[src/hw/rtl/bmom_pkg.sv]
// shared types, constants and codes for the one-mismatch barcode matcher
package bmom_pkg;

    localparam int TABLE_DEPTH    = 64;
    localparam int BARCODE_LENGTH = 8;
    localparam int LANES          = 4;
    localparam int ROWS           = TABLE_DEPTH / LANES;
    localparam int LANE_BITS      = $clog2(LANES);
    localparam int ROW_BITS       = $clog2(ROWS);
    localparam int SHIFTS         = 3;

    localparam int NIB_W   = 4;
    localparam int QUAL_W  = 7;
    localparam int CODE_W  = 32;
    localparam int WIN_W   = 40;
    localparam int QUALS_W = 56;
    localparam int IDX_W   = 6;
    localparam int CNT_W   = 7;

    // shift slots, in priority order for the result
    localparam int SH_ZERO  = 0;
    localparam int SH_MINUS = 1;
    localparam int SH_PLUS  = 2;

    localparam logic [1:0] OFS_ZERO  = 2'b00;
    localparam logic [1:0] OFS_MINUS = 2'b11;
    localparam logic [1:0] OFS_PLUS  = 2'b01;

    localparam logic CMD_LOAD  = 1'b0;
    localparam logic CMD_MATCH = 1'b1;

    localparam logic [1:0] ST_MATCH   = 2'd0;
    localparam logic [1:0] ST_LOWQ    = 2'd1;
    localparam logic [1:0] ST_NOMATCH = 2'd2;
    localparam logic [1:0] ST_LOADED  = 2'd3;

    localparam logic [CNT_W-1:0] MIN_QUAL_RESET = 7'd20;
    localparam logic [CNT_W-1:0] COUNT_RESET    = 7'd1;

    localparam logic ADDR_MIN_QUAL = 1'b0;
    localparam logic ADDR_COUNT    = 1'b1;

    typedef struct packed {
        logic                clear;
        logic                update;
        logic [ROW_BITS-1:0] row;
        logic [LANES-1:0]    lane_valid;
    } scan_ctl_t;

    typedef struct packed {
        logic             found;
        logic [IDX_W-1:0] index;
        logic [1:0]       offset;
    } match_res_t;

endpackage

[src/hw/rtl/bmom_ram.sv]
// generic single-write, single-read ram with registered read data
module bmom_ram #(
    parameter int WIDTH = 32,
    parameter int DEPTH = 16
) (
    input  logic                     clk,
    input  logic                     we,
    input  logic [$clog2(DEPTH)-1:0] waddr,
    input  logic [WIDTH-1:0]         wdata,
    input  logic                     re,
    input  logic [$clog2(DEPTH)-1:0] raddr,
    output logic [WIDTH-1:0]         rdata
);

    logic [WIDTH-1:0] mem [DEPTH];
    logic [WIDTH-1:0] rdata_reg;

    always_ff @(posedge clk)
    begin
        if (we)
        begin
            mem[waddr] <= wdata;
        end
        if (re)
        begin
            rdata_reg <= mem[raddr];
        end
    end

    assign rdata = rdata_reg;

endmodule

[src/hw/rtl/bmom_lane.sv]
// one compare lane: tests a table entry against the window at all three shifts
module bmom_lane (
    input  logic [bmom_pkg::CODE_W-1:0] entry_code,
    input  logic [bmom_pkg::WIN_W-1:0]  window,
    output logic [bmom_pkg::SHIFTS-1:0] hits
);

    logic [bmom_pkg::BARCODE_LENGTH-1:0] miss_zero;
    logic [bmom_pkg::BARCODE_LENGTH-1:0] miss_minus;
    logic [bmom_pkg::BARCODE_LENGTH-1:0] miss_plus;

    always_comb
    begin
        for (int k = 0; k < bmom_pkg::BARCODE_LENGTH; k++)
        begin
            miss_zero[k]  = entry_code[k*bmom_pkg::NIB_W +: bmom_pkg::NIB_W]
                            != window[(k+1)*bmom_pkg::NIB_W +: bmom_pkg::NIB_W];
            miss_minus[k] = entry_code[k*bmom_pkg::NIB_W +: bmom_pkg::NIB_W]
                            != window[k*bmom_pkg::NIB_W +: bmom_pkg::NIB_W];
            miss_plus[k]  = entry_code[k*bmom_pkg::NIB_W +: bmom_pkg::NIB_W]
                            != window[(k+2)*bmom_pkg::NIB_W +: bmom_pkg::NIB_W];
        end
    end

    // at most one bit set: clearing the lowest set bit leaves nothing
    assign hits[bmom_pkg::SH_ZERO]  = (miss_zero  & (miss_zero  - 1'b1)) == '0;
    assign hits[bmom_pkg::SH_MINUS] = (miss_minus & (miss_minus - 1'b1)) == '0;
    assign hits[bmom_pkg::SH_PLUS]  = (miss_plus  & (miss_plus  - 1'b1)) == '0;

endmodule

[src/hw/rtl/bmom_merge.sv]
// merges lane hits row by row, keeping the first hit per shift
module bmom_merge (
    input  logic                                   clk,
    input  logic                                   rst_n,
    input  bmom_pkg::scan_ctl_t                    ctl,
    input  logic [bmom_pkg::LANES-1:0][bmom_pkg::SHIFTS-1:0] lane_hits,
    output bmom_pkg::match_res_t                   result
);

    logic [bmom_pkg::SHIFTS-1:0]                    found_reg;
    logic [bmom_pkg::SHIFTS-1:0]                    found_next;
    logic [bmom_pkg::SHIFTS-1:0][bmom_pkg::IDX_W-1:0] idx_reg;
    logic [bmom_pkg::SHIFTS-1:0][bmom_pkg::IDX_W-1:0] idx_next;
    logic [bmom_pkg::SHIFTS-1:0]                    row_hit;
    logic [bmom_pkg::SHIFTS-1:0][bmom_pkg::LANE_BITS-1:0] first_lane;

    // lowest lane with a hit, per shift
    always_comb
    begin
        for (int s = 0; s < bmom_pkg::SHIFTS; s++)
        begin
            row_hit[s]    = 1'b0;
            first_lane[s] = '0;
            for (int l = bmom_pkg::LANES - 1; l >= 0; l--)
            begin
                if (lane_hits[l][s] && ctl.lane_valid[l])
                begin
                    row_hit[s]    = 1'b1;
                    first_lane[s] = bmom_pkg::LANE_BITS'(l);
                end
            end
        end
    end

    always_comb
    begin
        found_next = found_reg;
        idx_next   = idx_reg;
        if (ctl.clear)
        begin
            found_next = '0;
            idx_next   = '0;
        end
        else if (ctl.update)
        begin
            for (int s = 0; s < bmom_pkg::SHIFTS; s++)
            begin
                if (!found_reg[s] && row_hit[s])
                begin
                    found_next[s] = 1'b1;
                    idx_next[s]   = bmom_pkg::IDX_W'({ctl.row, first_lane[s]});
                end
            end
        end
    end

    always_ff @(posedge clk or negedge rst_n)
    begin
        if (!rst_n)
        begin
            found_reg <= '0;
        end
        else
        begin
            found_reg <= found_next;
        end
    end

    always_ff @(posedge clk)
    begin
        idx_reg <= idx_next;
    end

    always_comb
    begin
        result.found  = 1'b0;
        result.index  = '0;
        result.offset = bmom_pkg::OFS_ZERO;
        if (found_reg[bmom_pkg::SH_ZERO])
        begin
            result.found  = 1'b1;
            result.index  = idx_reg[bmom_pkg::SH_ZERO];
            result.offset = bmom_pkg::OFS_ZERO;
        end
        else if (found_reg[bmom_pkg::SH_MINUS])
        begin
            result.found  = 1'b1;
            result.index  = idx_reg[bmom_pkg::SH_MINUS];
            result.offset = bmom_pkg::OFS_MINUS;
        end
        else if (found_reg[bmom_pkg::SH_PLUS])
        begin
            result.found  = 1'b1;
            result.index  = idx_reg[bmom_pkg::SH_PLUS];
            result.offset = bmom_pkg::OFS_PLUS;
        end
    end

endmodule

[src/hw/rtl/barcode_match_one_mismatch_unit.sv]
// top level of the one-mismatch barcode matcher: control, table banks and result register
// flow: load and low-quality requests finish at once, via S_FINISH if the output is full;
// match requests scan n = barcode_count saturated to 64 entries, none when n is 0
// throughput: one request at a time; the table is read one row of four entries per cycle,
// set by the four ram banks and their single read port each
// reset: rst_n clears control, min_quality to 20 and barcode_count to 1; the table is
// not cleared and entries are undefined until loaded
module barcode_match_one_mismatch_unit (
    input  logic                          clk,
    input  logic                          rst_n,
    // request channel
    input  logic                          in_valid,
    output logic                          in_ready,
    input  logic                          command,
    input  logic [bmom_pkg::IDX_W-1:0]    entry_index,
    input  logic [bmom_pkg::CODE_W-1:0]   entry_code,
    input  logic [bmom_pkg::WIN_W-1:0]    window_bases,
    input  logic [bmom_pkg::QUALS_W-1:0]  base_quals,
    // result channel
    output logic                          out_valid,
    input  logic                          out_ready,
    output logic                          match_found,
    output logic [bmom_pkg::IDX_W-1:0]    barcode_index,
    output logic signed [1:0]             match_offset,
    output logic [1:0]                    status,
    // register port
    input  logic                          psel,
    input  logic                          penable,
    input  logic                          pwrite,
    input  logic [2:0]                    paddr,
    input  logic [31:0]                   pwdata,
    output logic [31:0]                   prdata,
    output logic                          pready
);

    typedef enum logic [3:0] {
        S_IDLE   = 4'b0001,
        S_SCAN   = 4'b0010,
        S_DRAIN  = 4'b0100,
        S_FINISH = 4'b1000
    } state_t;

    state_t state_reg, state_next;

    // configuration registers
    logic [bmom_pkg::CNT_W-1:0] min_quality_reg;
    logic [bmom_pkg::CNT_W-1:0] barcode_count_reg;
    logic                       cfg_write;

    // request side
    logic in_acc;
    logic slot_free;
    logic low_qual;
    logic [bmom_pkg::WIN_W-1:0] window_reg;

    // scan control
    logic [bmom_pkg::CNT_W-1:0]    cnt_sat;
    logic [bmom_pkg::CNT_W-1:0]    cnt_m1;
    logic [bmom_pkg::ROW_BITS-1:0] last_row;
    logic [bmom_pkg::ROW_BITS-1:0] row_reg, row_next;
    logic [bmom_pkg::ROW_BITS-1:0] row_d_reg;
    logic                          rd_valid_reg;
    logic                          scan_rd;

    // lanes and merge
    logic [bmom_pkg::LANES-1:0][bmom_pkg::CODE_W-1:0] bank_rdata;
    logic [bmom_pkg::LANES-1:0][bmom_pkg::SHIFTS-1:0] lane_hits;
    logic [bmom_pkg::LANES-1:0]                       lane_valid;
    bmom_pkg::scan_ctl_t                              merge_ctl;
    bmom_pkg::match_res_t                             merge_res;

    // pending status for a result that waits for the output slot
    logic [1:0] pend_status_reg, pend_status_next;

    // result register
    logic                       out_valid_reg, out_valid_next;
    logic                       out_load;
    logic                       out_found_next;
    logic [bmom_pkg::IDX_W-1:0] out_index_next;
    logic [1:0]                 out_offset_next;
    logic [1:0]                 out_status_next;
    logic                       out_found_reg;
    logic [bmom_pkg::IDX_W-1:0] out_index_reg;
    logic [1:0]                 out_offset_reg;
    logic [1:0]                 out_status_reg;

    // ---------------- register port ----------------
    assign pready    = 1'b1;
    assign cfg_write = psel && penable && pwrite && pready;

    always_ff @(posedge clk or negedge rst_n)
    begin
        if (!rst_n)
        begin
            min_quality_reg   <= bmom_pkg::MIN_QUAL_RESET;
            barcode_count_reg <= bmom_pkg::COUNT_RESET;
        end
        else if (cfg_write)
        begin
            if (paddr[2] == bmom_pkg::ADDR_MIN_QUAL)
            begin
                min_quality_reg <= pwdata[bmom_pkg::CNT_W-1:0];
            end
            else
            begin
                barcode_count_reg <= pwdata[bmom_pkg::CNT_W-1:0];
            end
        end
    end

    always_comb
    begin
        unique case (paddr[2])
            bmom_pkg::ADDR_MIN_QUAL: prdata = {25'd0, min_quality_reg};
            bmom_pkg::ADDR_COUNT:    prdata = {25'd0, barcode_count_reg};
            default:                 prdata = '0;
        endcase
    end

    // ---------------- request decode ----------------
    assign in_ready  = (state_reg == S_IDLE);
    assign in_acc    = in_valid && in_ready;
    assign slot_free = !out_valid_reg || out_ready;

    // any barcode base below the threshold rejects the read
    always_comb
    begin
        low_qual = 1'b0;
        for (int k = 0; k < bmom_pkg::BARCODE_LENGTH; k++)
        begin
            if (base_quals[k*bmom_pkg::QUAL_W +: bmom_pkg::QUAL_W] < min_quality_reg)
            begin
                low_qual = 1'b1;
            end
        end
    end

    // entries searched, saturated to the table depth
    assign cnt_sat  = (barcode_count_reg > bmom_pkg::CNT_W'(bmom_pkg::TABLE_DEPTH))
                      ? bmom_pkg::CNT_W'(bmom_pkg::TABLE_DEPTH) : barcode_count_reg;
    assign cnt_m1   = cnt_sat - 1'b1;
    assign last_row = cnt_m1[bmom_pkg::LANE_BITS +: bmom_pkg::ROW_BITS];

    // ---------------- control ----------------
    always_comb
    begin
        state_next       = state_reg;
        row_next         = row_reg;
        pend_status_next = pend_status_reg;
        out_load         = 1'b0;
        out_found_next   = 1'b0;
        out_index_next   = '0;
        out_offset_next  = bmom_pkg::OFS_ZERO;
        out_status_next  = bmom_pkg::ST_NOMATCH;

        unique case (state_reg)
            S_IDLE:
            begin
                if (in_acc)
                begin
                    if (command == bmom_pkg::CMD_LOAD || low_qual)
                    begin
                        // finished at once: straight to the result register if free
                        out_status_next = (command == bmom_pkg::CMD_LOAD)
                                          ? bmom_pkg::ST_LOADED : bmom_pkg::ST_LOWQ;
                        if (slot_free)
                        begin
                            out_load = 1'b1;
                        end
                        else
                        begin
                            pend_status_next = out_status_next;
                            state_next       = S_FINISH;
                        end
                    end
                    else if (cnt_sat == '0)
                    begin
                        pend_status_next = bmom_pkg::ST_NOMATCH;
                        state_next       = S_FINISH;
                    end
                    else
                    begin
                        pend_status_next = bmom_pkg::ST_NOMATCH;
                        row_next         = '0;
                        state_next       = S_SCAN;
                    end
                end
            end
            S_SCAN:
            begin
                if (row_reg == last_row)
                begin
                    state_next = S_DRAIN;
                end
                else
                begin
                    row_next = row_reg + 1'b1;
                end
            end
            S_DRAIN:
            begin
                state_next = S_FINISH;
            end
            S_FINISH:
            begin
                if (slot_free)
                begin
                    out_load = 1'b1;
                    if (merge_res.found)
                    begin
                        out_found_next  = 1'b1;
                        out_index_next  = merge_res.index;
                        out_offset_next = merge_res.offset;
                        out_status_next = bmom_pkg::ST_MATCH;
                    end
                    else
                    begin
                        out_status_next = pend_status_reg;
                    end
                    state_next = S_IDLE;
                end
            end
            default:
            begin
                state_next = S_IDLE;
            end
        endcase
    end

    always_ff @(posedge clk or negedge rst_n)
    begin
        if (!rst_n)
        begin
            state_reg    <= S_IDLE;
            rd_valid_reg <= 1'b0;
        end
        else
        begin
            state_reg    <= state_next;
            rd_valid_reg <= scan_rd;
        end
    end

    always_ff @(posedge clk)
    begin
        row_reg         <= row_next;
        row_d_reg       <= row_reg;
        pend_status_reg <= pend_status_next;
        if (in_acc)
        begin
            window_reg <= window_bases;
        end
    end

    // ---------------- table banks and lanes ----------------
    // entry e sits in bank e mod 4, row e / 4
    assign scan_rd = (state_reg == S_SCAN);

    for (genvar l = 0; l < bmom_pkg::LANES; l++)
    begin : g_lane
        logic bank_we;

        assign bank_we = in_acc && (command == bmom_pkg::CMD_LOAD)
                         && (entry_index[bmom_pkg::LANE_BITS-1:0]
                             == bmom_pkg::LANE_BITS'(l));

        bmom_ram #(
            .WIDTH (bmom_pkg::CODE_W),
            .DEPTH (bmom_pkg::ROWS)
        ) u_bank (
            .clk   (clk),
            .we    (bank_we),
            .waddr (entry_index[bmom_pkg::LANE_BITS +: bmom_pkg::ROW_BITS]),
            .wdata (entry_code),
            .re    (scan_rd),
            .raddr (row_reg),
            .rdata (bank_rdata[l])
        );

        bmom_lane u_lane (
            .entry_code (bank_rdata[l]),
            .window     (window_reg),
            .hits       (lane_hits[l])
        );

        // entries at or beyond the count take no part
        assign lane_valid[l] = {1'b0, row_d_reg, bmom_pkg::LANE_BITS'(l)} < cnt_sat;
    end

    assign merge_ctl.clear      = in_acc;
    assign merge_ctl.update     = rd_valid_reg;
    assign merge_ctl.row        = row_d_reg;
    assign merge_ctl.lane_valid = lane_valid;

    bmom_merge u_merge (
        .clk       (clk),
        .rst_n     (rst_n),
        .ctl       (merge_ctl),
        .lane_hits (lane_hits),
        .result    (merge_res)
    );

    // ---------------- result register ----------------
    always_comb
    begin
        out_valid_next = out_valid_reg;
        if (out_load)
        begin
            out_valid_next = 1'b1;
        end
        else if (out_ready)
        begin
            out_valid_next = 1'b0;
        end
    end

    always_ff @(posedge clk or negedge rst_n)
    begin
        if (!rst_n)
        begin
            out_valid_reg <= 1'b0;
        end
        else
        begin
            out_valid_reg <= out_valid_next;
        end
    end

    always_ff @(posedge clk)
    begin
        if (out_load)
        begin
            out_found_reg  <= out_found_next;
            out_index_reg  <= out_index_next;
            out_offset_reg <= out_offset_next;
            out_status_reg <= out_status_next;
        end
    end

    assign out_valid     = out_valid_reg;
    assign match_found   = out_found_reg;
    assign barcode_index = out_index_reg;
    assign match_offset  = out_offset_reg;
    assign status        = out_status_reg;

endmodule
[config.mk]
export PLATFORM = sky130hd
export DESIGN_NAME = barcode_match_one_mismatch_unit
export DESIGN_NICKNAME = d
export VERILOG_FILES = /design/src/hw/rtl/bmom_pkg.sv /design/src/hw/rtl/bmom_ram.sv /design/src/hw/rtl/bmom_lane.sv /design/src/hw/rtl/bmom_merge.sv /design/src/hw/rtl/barcode_match_one_mismatch_unit.sv
export SDC_FILE = /design/constraint.sdc
export NUM_CORES = 2
export LEC_CHECK = 0
export BUFFER_PORTS_ARGS = -buffer_cell sky130_fd_sc_hd__buf_4
export CAP_MARGIN = 15
export CORE_ASPECT_RATIO = 1.5
export CORE_MARGIN = 10
export CORE_UTILIZATION = 25
export CTS_CLUSTER_DIAMETER = 100
export DETAILED_ROUTE_END_ITERATION = 6
export PLACE_DENSITY = 0.45
export SYNTH_ARGS = -nofsm -noshare
export SYNTH_HDL_FRONTEND = slang
export SYNTH_SLANG_ARGS = --single-unit
[constraint.sdc]
create_clock -name clk -period 5.5 [get_ports clk]
set_input_delay 0.55 -clock clk [delete_from_list [all_inputs] [get_ports clk]]
set_output_delay 0.55 -clock clk [all_outputs]
set_load 0.05 [all_outputs]
; ---- Yosys cells after proc, flatten, opt, wreduce, memory -nomap -nowiden
; Memory sizes are Yosys's and may differ from the RTL's. A register that Yosys moved wholly into a read port is not among the register bits.
; Cells that the tools add are included.
[classes]
add_sub_neg = 14
n_lt_le_gt_ge = 13
eq_ne = 112
mux = 76
n_bitwise = 17
n_reduce_logical = 63
[ops]
columns = op, n
row1 = $ne A4 B4 Y1, 96
row2 = $and A8 B8 Y8, 12
row3 = $logic_not A8 Y1, 12
row4 = $sub A8 B1 Y8 const B, 12
row5 = $pmux W32 S2, 1
row6 = $lt A7 B7 Y1, 8
row7 = $mux W4, 10
row8 = $mux W1, 37
row9 = $mux W2, 18
row10 = $lt A6 B7 Y1, 4
row11 = $mux W9, 3
row12 = $logic_and A1 B1 Y1, 23
row13 = $reduce_and A2 Y1, 9
row14 = $pmux W4 S4, 1
row15 = $reduce_bool A2 Y1, 6
row16 = $ne A2 B2 Y1 const B, 5
row17 = $pmux W4 S2, 1
row18 = $gt A7 B7 Y1 const B, 1
row19 = $logic_not A7 Y1, 1
row20 = $mux W7, 1
row21 = $mux W3, 2
row22 = $reduce_and A3 Y1, 2
row23 = $sub A6 B1 Y6 const B, 1
row24 = $not A1 Y1, 5
row25 = other kinds (18), 24
[totals]
register_bits = 102
mem_bits_rw = 2048
out_inout_bits = 46
n_memories = 4
[mem_list]
columns = name, depth, width, read_ports, rd_clocked_by_memory_dff, write_ports, line
row1 = g_lane[0].u_bank.mem, 16, 32, 1, 1, 1, bmom_ram.sv:15  ; logic [WIDTH-1:0] mem [DEPTH];
row2 = g_lane[1].u_bank.mem, 16, 32, 1, 1, 1, bmom_ram.sv:15
row3 = g_lane[2].u_bank.mem, 16, 32, 1, 1, 1, bmom_ram.sv:15
row4 = g_lane[3].u_bank.mem, 16, 32, 1, 1, 1, bmom_ram.sv:15

; ---- Logic depth before layout (Yosys ltp)
[depth]
depth_word = 14
mapped_depth = 13
ltp_nobuf = 10

; ---- Hierarchy
; From an unflattened synthesis, not the netlist that was laid out.
[hier_totals]
hier_cells = 4497
area_unflattened_um2 = 91268.8
[modules_own_cells]
columns = mod, n_inst, cells_each, area_each_um2
row1 = bmom_ram at g_lane[2].u_bank ..., 2, 838, 20174.3
row2 = bmom_ram at g_lane[0].u_bank ..., 2, 838, 20155.6
row3 = bmom_lane, 4, 156, 1237.4
row4 = barcode_match_one_mismatch_unit, 1, 388, 4559.4
row5 = bmom_merge, 1, 133, 1099.8

; ---- Worst setup path before layout
; Ideal clock, no wire load.
[synth_path]
path_kind = reg-to-reg
from = register state_reg[0]
to = register out_index_reg (netlist bit barcode_index[0]) (enable)
setup_time_ns = 0.382
arrival_ns = 4.193
path_slack_ns = 0.925
stages_incl_launch_ff = 7
period_less_slack_ns = 4.575
cell_sequence = dfstp_2 > nor4b_2 > nand2_1 > clkbuf_1 > inv_1 > o21ai_0 > a21oi_1
[synth_between]
elab_chain_len = 4
[synth_rtl]
columns = item, line
row1 = "start, declared", barcode_match_one_mismatch_unit.sv:43  ; state_t state_reg, state_next;
row2 = "start signal, assigned", barcode_match_one_mismatch_unit.sv:239  ; state_reg <= state_next;
row3 = $eq A4 B1 Y1, barcode_match_one_mismatch_unit.sv:121  ; assign in_ready = (state_reg == S_IDLE);
row4 = via in_ready, barcode_match_one_mismatch_unit.sv:13  ; output logic in_ready,
row5 = $logic_and A1 B1 Y1, barcode_match_one_mismatch_unit.sv:122  ; assign in_acc = in_valid && in_ready;
row6 = via in_acc, barcode_match_one_mismatch_unit.sv:51  ; logic in_acc;
row7 = $mux W1, barcode_match_one_mismatch_unit.sv:159  ; if (in_acc)
row8 = $pmux W1 S2, barcode_match_one_mismatch_unit.sv:156  ; unique case (state_reg)
row9 = via out_load, barcode_match_one_mismatch_unit.sv:77  ; logic out_load;
row10 = "end signal, assigned", barcode_match_one_mismatch_unit.sv:334  ; out_index_reg <= out_index_next;
row11 = "end, declared", barcode_match_one_mismatch_unit.sv:83  ; logic [bmom_pkg::IDX_W-1:0] out_index_reg;
; The timed path passes the listed nets, and every way through them passes these cells.
; A chain may end at the register's enable or synchronous reset.

; ---- Worst setup path in the final report
[layout_path]
from = register state_reg[0]
to = memory g_lane[3].u_bank.mem[6][25] (enable)
[layout_between]
elab_chain_len = 6
[layout_rtl]
columns = item, line
row1 = $eq A4 B1 Y1, barcode_match_one_mismatch_unit.sv:121
row2 = $logic_and A1 B1 Y1, barcode_match_one_mismatch_unit.sv:122
row3 = $logic_and A1 B1 Y1, barcode_match_one_mismatch_unit.sv:263  ; assign bank_we = in_acc && (command == bmom_pkg::CMD_LOAD)
row4 = $logic_and A1 B1 Y1, barcode_match_one_mismatch_unit.sv:264  ; && (entry_index[bmom_pkg::LANE_BITS-1:0]
row5 = $mux W1, bmom_ram.sv:20  ; if (we)
row6 = $mux W1 (implied by the code), bmom_ram.sv:22  ; mem[waddr] <= wdata;
row7 = "end, declared", bmom_ram.sv:15
; Every way passes these cells.

==> results.tsv <==
stage	metric	value	unit
status	status	complete, no violations	
placed_design	Placed Instances	9180	
worst_setup_path	Worst setup EP type	flip-flop	
cells_and_area	non-filler cells, final	9628	
sta	Worst Max-Slew Pin Slew	1.21	ns
clocking	CTS tree	built	
yosys	Post-synth EDFFs	2233	
worst_setup_path	CP Data Required Time	6.06	ns
worst_setup_path	slack of the worst reg-to-reg path	1.30	ns
global_routing	vias in the first global route	46500	
pwr	Peak VDD IR	0.000229	V
cells_and_area	Filler cells	35500	
worst_hold_path	worst min path class	in2reg	
sta	Final setup viols	0	
worst_setup_path	Worst R2R Path Depth	6	
cells_and_area	Area Overhead vs Synth	16.9	%
pwr	Clk network pwr share	40.0	%
global_routing	GRT Overall Usage	13.1	%
pwr	P per Cell Area	339	nW/um2
worst_setup_path	r2r startpoint	state_reg[0]	
cells_and_area	most frequent cells in the layout	2,233 x edfxtp_1, 621 x mux4_2, 291 x buf_4	
floorplan	die width	514	um
worst_hold_path	hold path cells	2	
route	Routed WL per cell	27.5	um
yosys	Synth Flop Type	edfxtp_1	
placed_design	Buffers on Ports	169	
route	via count	43400	
yosys	Async SR Flop Fraction	1.01	%
worst_hold_path	Hold Crit Start	command	
pwr	Internal Pwr Total	28.0	mW
route	Starting DRT DRC Count	3188	
floorplan	row count	272	
sta	worst setup margin	1.30	ns
yosys	Distinct cells, synth	72	
cells_and_area	Layout Nets	4882	
sta	final setup TNS	0	ns
cells_and_area	most common cell after layout, fill and taps aside	edfxtp_1	
route	ANT nets after route	0	
cells_and_area	final instance area	107000	um2
worst_setup_path	R2R Path End	g_lane[3].u_bank.mem[6][25]	
placed_design	placer's final routability congestion estimate	0.805	
yosys	leading area contributor after synthesis	edfxtp_1	
sta	Fmax	0.238	GHz
clocking	Num CTS Buffers	215	
pwr	Sw Share	22.9	%
worst_setup_path	critical path class	reg2reg	
sta	Slew headroom	19.3	%
job	max cap viols	0	
global_routing	initial antenna violation count	23	
clocking	CTS Root Cell	clkbuf_16	
placed_design	Placement Cell Area	99800	um2
yosys	top cell type's share of synthesized area	73.3	%
sta	final worst path period share	76.4	%
sta	Final Slew Violations	0	
clocking	CTS Sinks	2278	
global_routing	largest net degree at the start of global routing	96	
route	DRC violations left	0	
sta	clock skew	0.0724	ns
worst_hold_path	Hold EP	pend_status_reg[1]	
sta	Final min period	4.20	ns
floorplan	Initial Util	25.1	%
floorplan	Core Area	365000	um2
pwr	Comb pwr share	5.9	%
worst_setup_path	Worst Setup Start Kind	flip-flop	
yosys	mapped cell area	91500	um2
yosys	Syn Area/Cell	21.4	um2
pwr	Psw	8.31	mW
sta	WHS	0.108	ns
worst_setup_path	worst-path maximum fanout	19	
route	Pre-antenna DRT Iters	7	
sta	Final Hold Viols	0	
clocking	# H-tree levels	4	
clocking	Longest Clk Path Bufs	4	
cells_and_area	max reg flops	2048	
yosys	ranking of synthesized cells by area	edfxtp_1 73%, mux4_2 15%, xnor2_1 2.1%	
route	Via density	4.51	
clocking	clk_lat worst skew	0.88	ns
global_routing	total gr overflow	0	
cells_and_area	share of layout cells above drive strength 1	27.7	%
sta	unrepaired setup endpoints after global routing	no	
clocking	CTS clk-pin slew, worst paths	0.06	ns
yosys	YS warnings	0	
yosys	flop and latch count out of synthesis	2278	
global_routing	global-route wire length before repair	371000	um
route	final wirelength	264000	um
yosys	register area share after synthesis	74.4	%
floorplan	full die area	391000	um2
pwr	Seq pwr share	54.1	%
clocking	# resized after CTS	0	
placed_design	pre-CTS setup slack	1.28	ns
floorplan	num ports	223	
yosys	Synth Instances	4273	
pwr	P_leak	32.6	nW
worst_setup_path	crit path DAT	4.77	ns
placed_design	Detailed Place HPWL	170000	um
floorplan	Die Y	761	um
-- cell usage after synthesis, types with 22 or more instances --
cell / instances
xnor2_1: 221
nand2_1: 54
a211oi_1: 27
buf_1: 40
xor2_1: 167
nor4_1: 43
nand4_1: 62
mux2i_1: 33
buf_4: 30
buf_2: 25
o21ai_0: 27
nor2_1: 112
dfxtp_1: 22
a21oi_1: 60
edfxtp_1: 2233
clkbuf_1: 125
ha_1: 54
nor2b_1: 31
mux4_2: 621
nand3_1: 33
-- area by class of cell --
type                       count  area [um2]  share of cell area [%]
timing repair buffer         372        3320                    3.10
clock buffer                 258        5610                    5.24
sequential                  2278       68100                    63.6
multi-input combinational   1770       22800                    21.3
antenna                       21        52.6                  0.0491
tap                         4795        6000                    5.61
inverter                      14        57.6                  0.0538
clock inverter               120        1030                   0.959
-- repair_timing --
item,4_1_cts,5_1_grt
hold endpoints to repair,79,0
buffers inserted,0,0
hold buffers,49,0
-- layer usage --
metal  vias to the layer above  share of wire, %  global-route usage, %
met1                     23600                38                   15.0
met4                         8               3.9                   4.89
met2                       982                55                   24.8
met3                       390               3.9                   1.74
li1                      18400                 -                      -
met5                         -             0.019                      0
-- worst max-delay path: stages, from the launching register on --
cell     delay, ns
dfstp_2       0.58
nor4b_2       0.54
nand2_1       0.47
nor2_1        0.28
nand3_2       0.70
nor2_4        0.88
buf_4         0.39
-- power by group through the flow --
| stage | registers (mW) | logic (mW) | clock network [mW] |
|---|---|---|---|
| 2_1_floorplan | 19.8 | 1.27 | 0 |
| 3_3_place_gp | 20.0 | 2.10 | 0 |
| 3_5_place_dp | 20.0 | 2.15 | 0 |
| 4_1_cts | 19.6 | 2.18 | 14.9 |
| 5_1_grt | 19.6 | 2.33 | 15.5 |
| 6_report | 19.6 | 2.15 | 14.5 |
-- through the flow --
stage	total power, mW	utilization (%)
5_1_grt	37.5	29.3
6_report	36.3	29.3
4_1_cts	36.7	29.3
3_3_place_gp	22.1	27.3
3_5_place_dp	22.1	27.3
2_1_floorplan	21.1	-
-- worst max path at each step --
stage	slack (ns)	end	start	cells past startpoint
4_1_cts	1.22	g_lane[0].u_bank.mem[7][27]	state_reg[0]	6
6_report	1.30	g_lane[3].u_bank.mem[6][25]	state_reg[0]	6
3_5_place_dp	1.28	g_lane[3].u_bank.mem[5][25]	state_reg[0]	6
5_1_grt	0.94	g_lane[0].u_bank.mem[7][27]	state_reg[0]	6
2_1_floorplan	0.93	barcode_index[0]	state_reg[0]	6
3_3_place_gp	1.32	g_lane[3].u_bank.mem[5][24]	state_reg[0]	6
-- cells by family (layout without fill, tap and decap cells) --
logic type / count (synthesis) / after routing / share of synthesized area (%)
AND/OR/NAND/NOR: 413 / 413 / 2.38
adder cells (fa/ha/maj): 64 / 64 / 0.849
AO/OA/AOI/OAI: 209 / 209 / 1.51
XOR/XNOR: 389 / 389 / 3.73
other: 2 / 47 / 0.00821
multiplexers: 669 / 669 / 15.8
buffers and inverters: 249 / 764 / 1.29
flip-flops: 2278 / 2278 / 74.4
(Power assumes the default switching activity.)
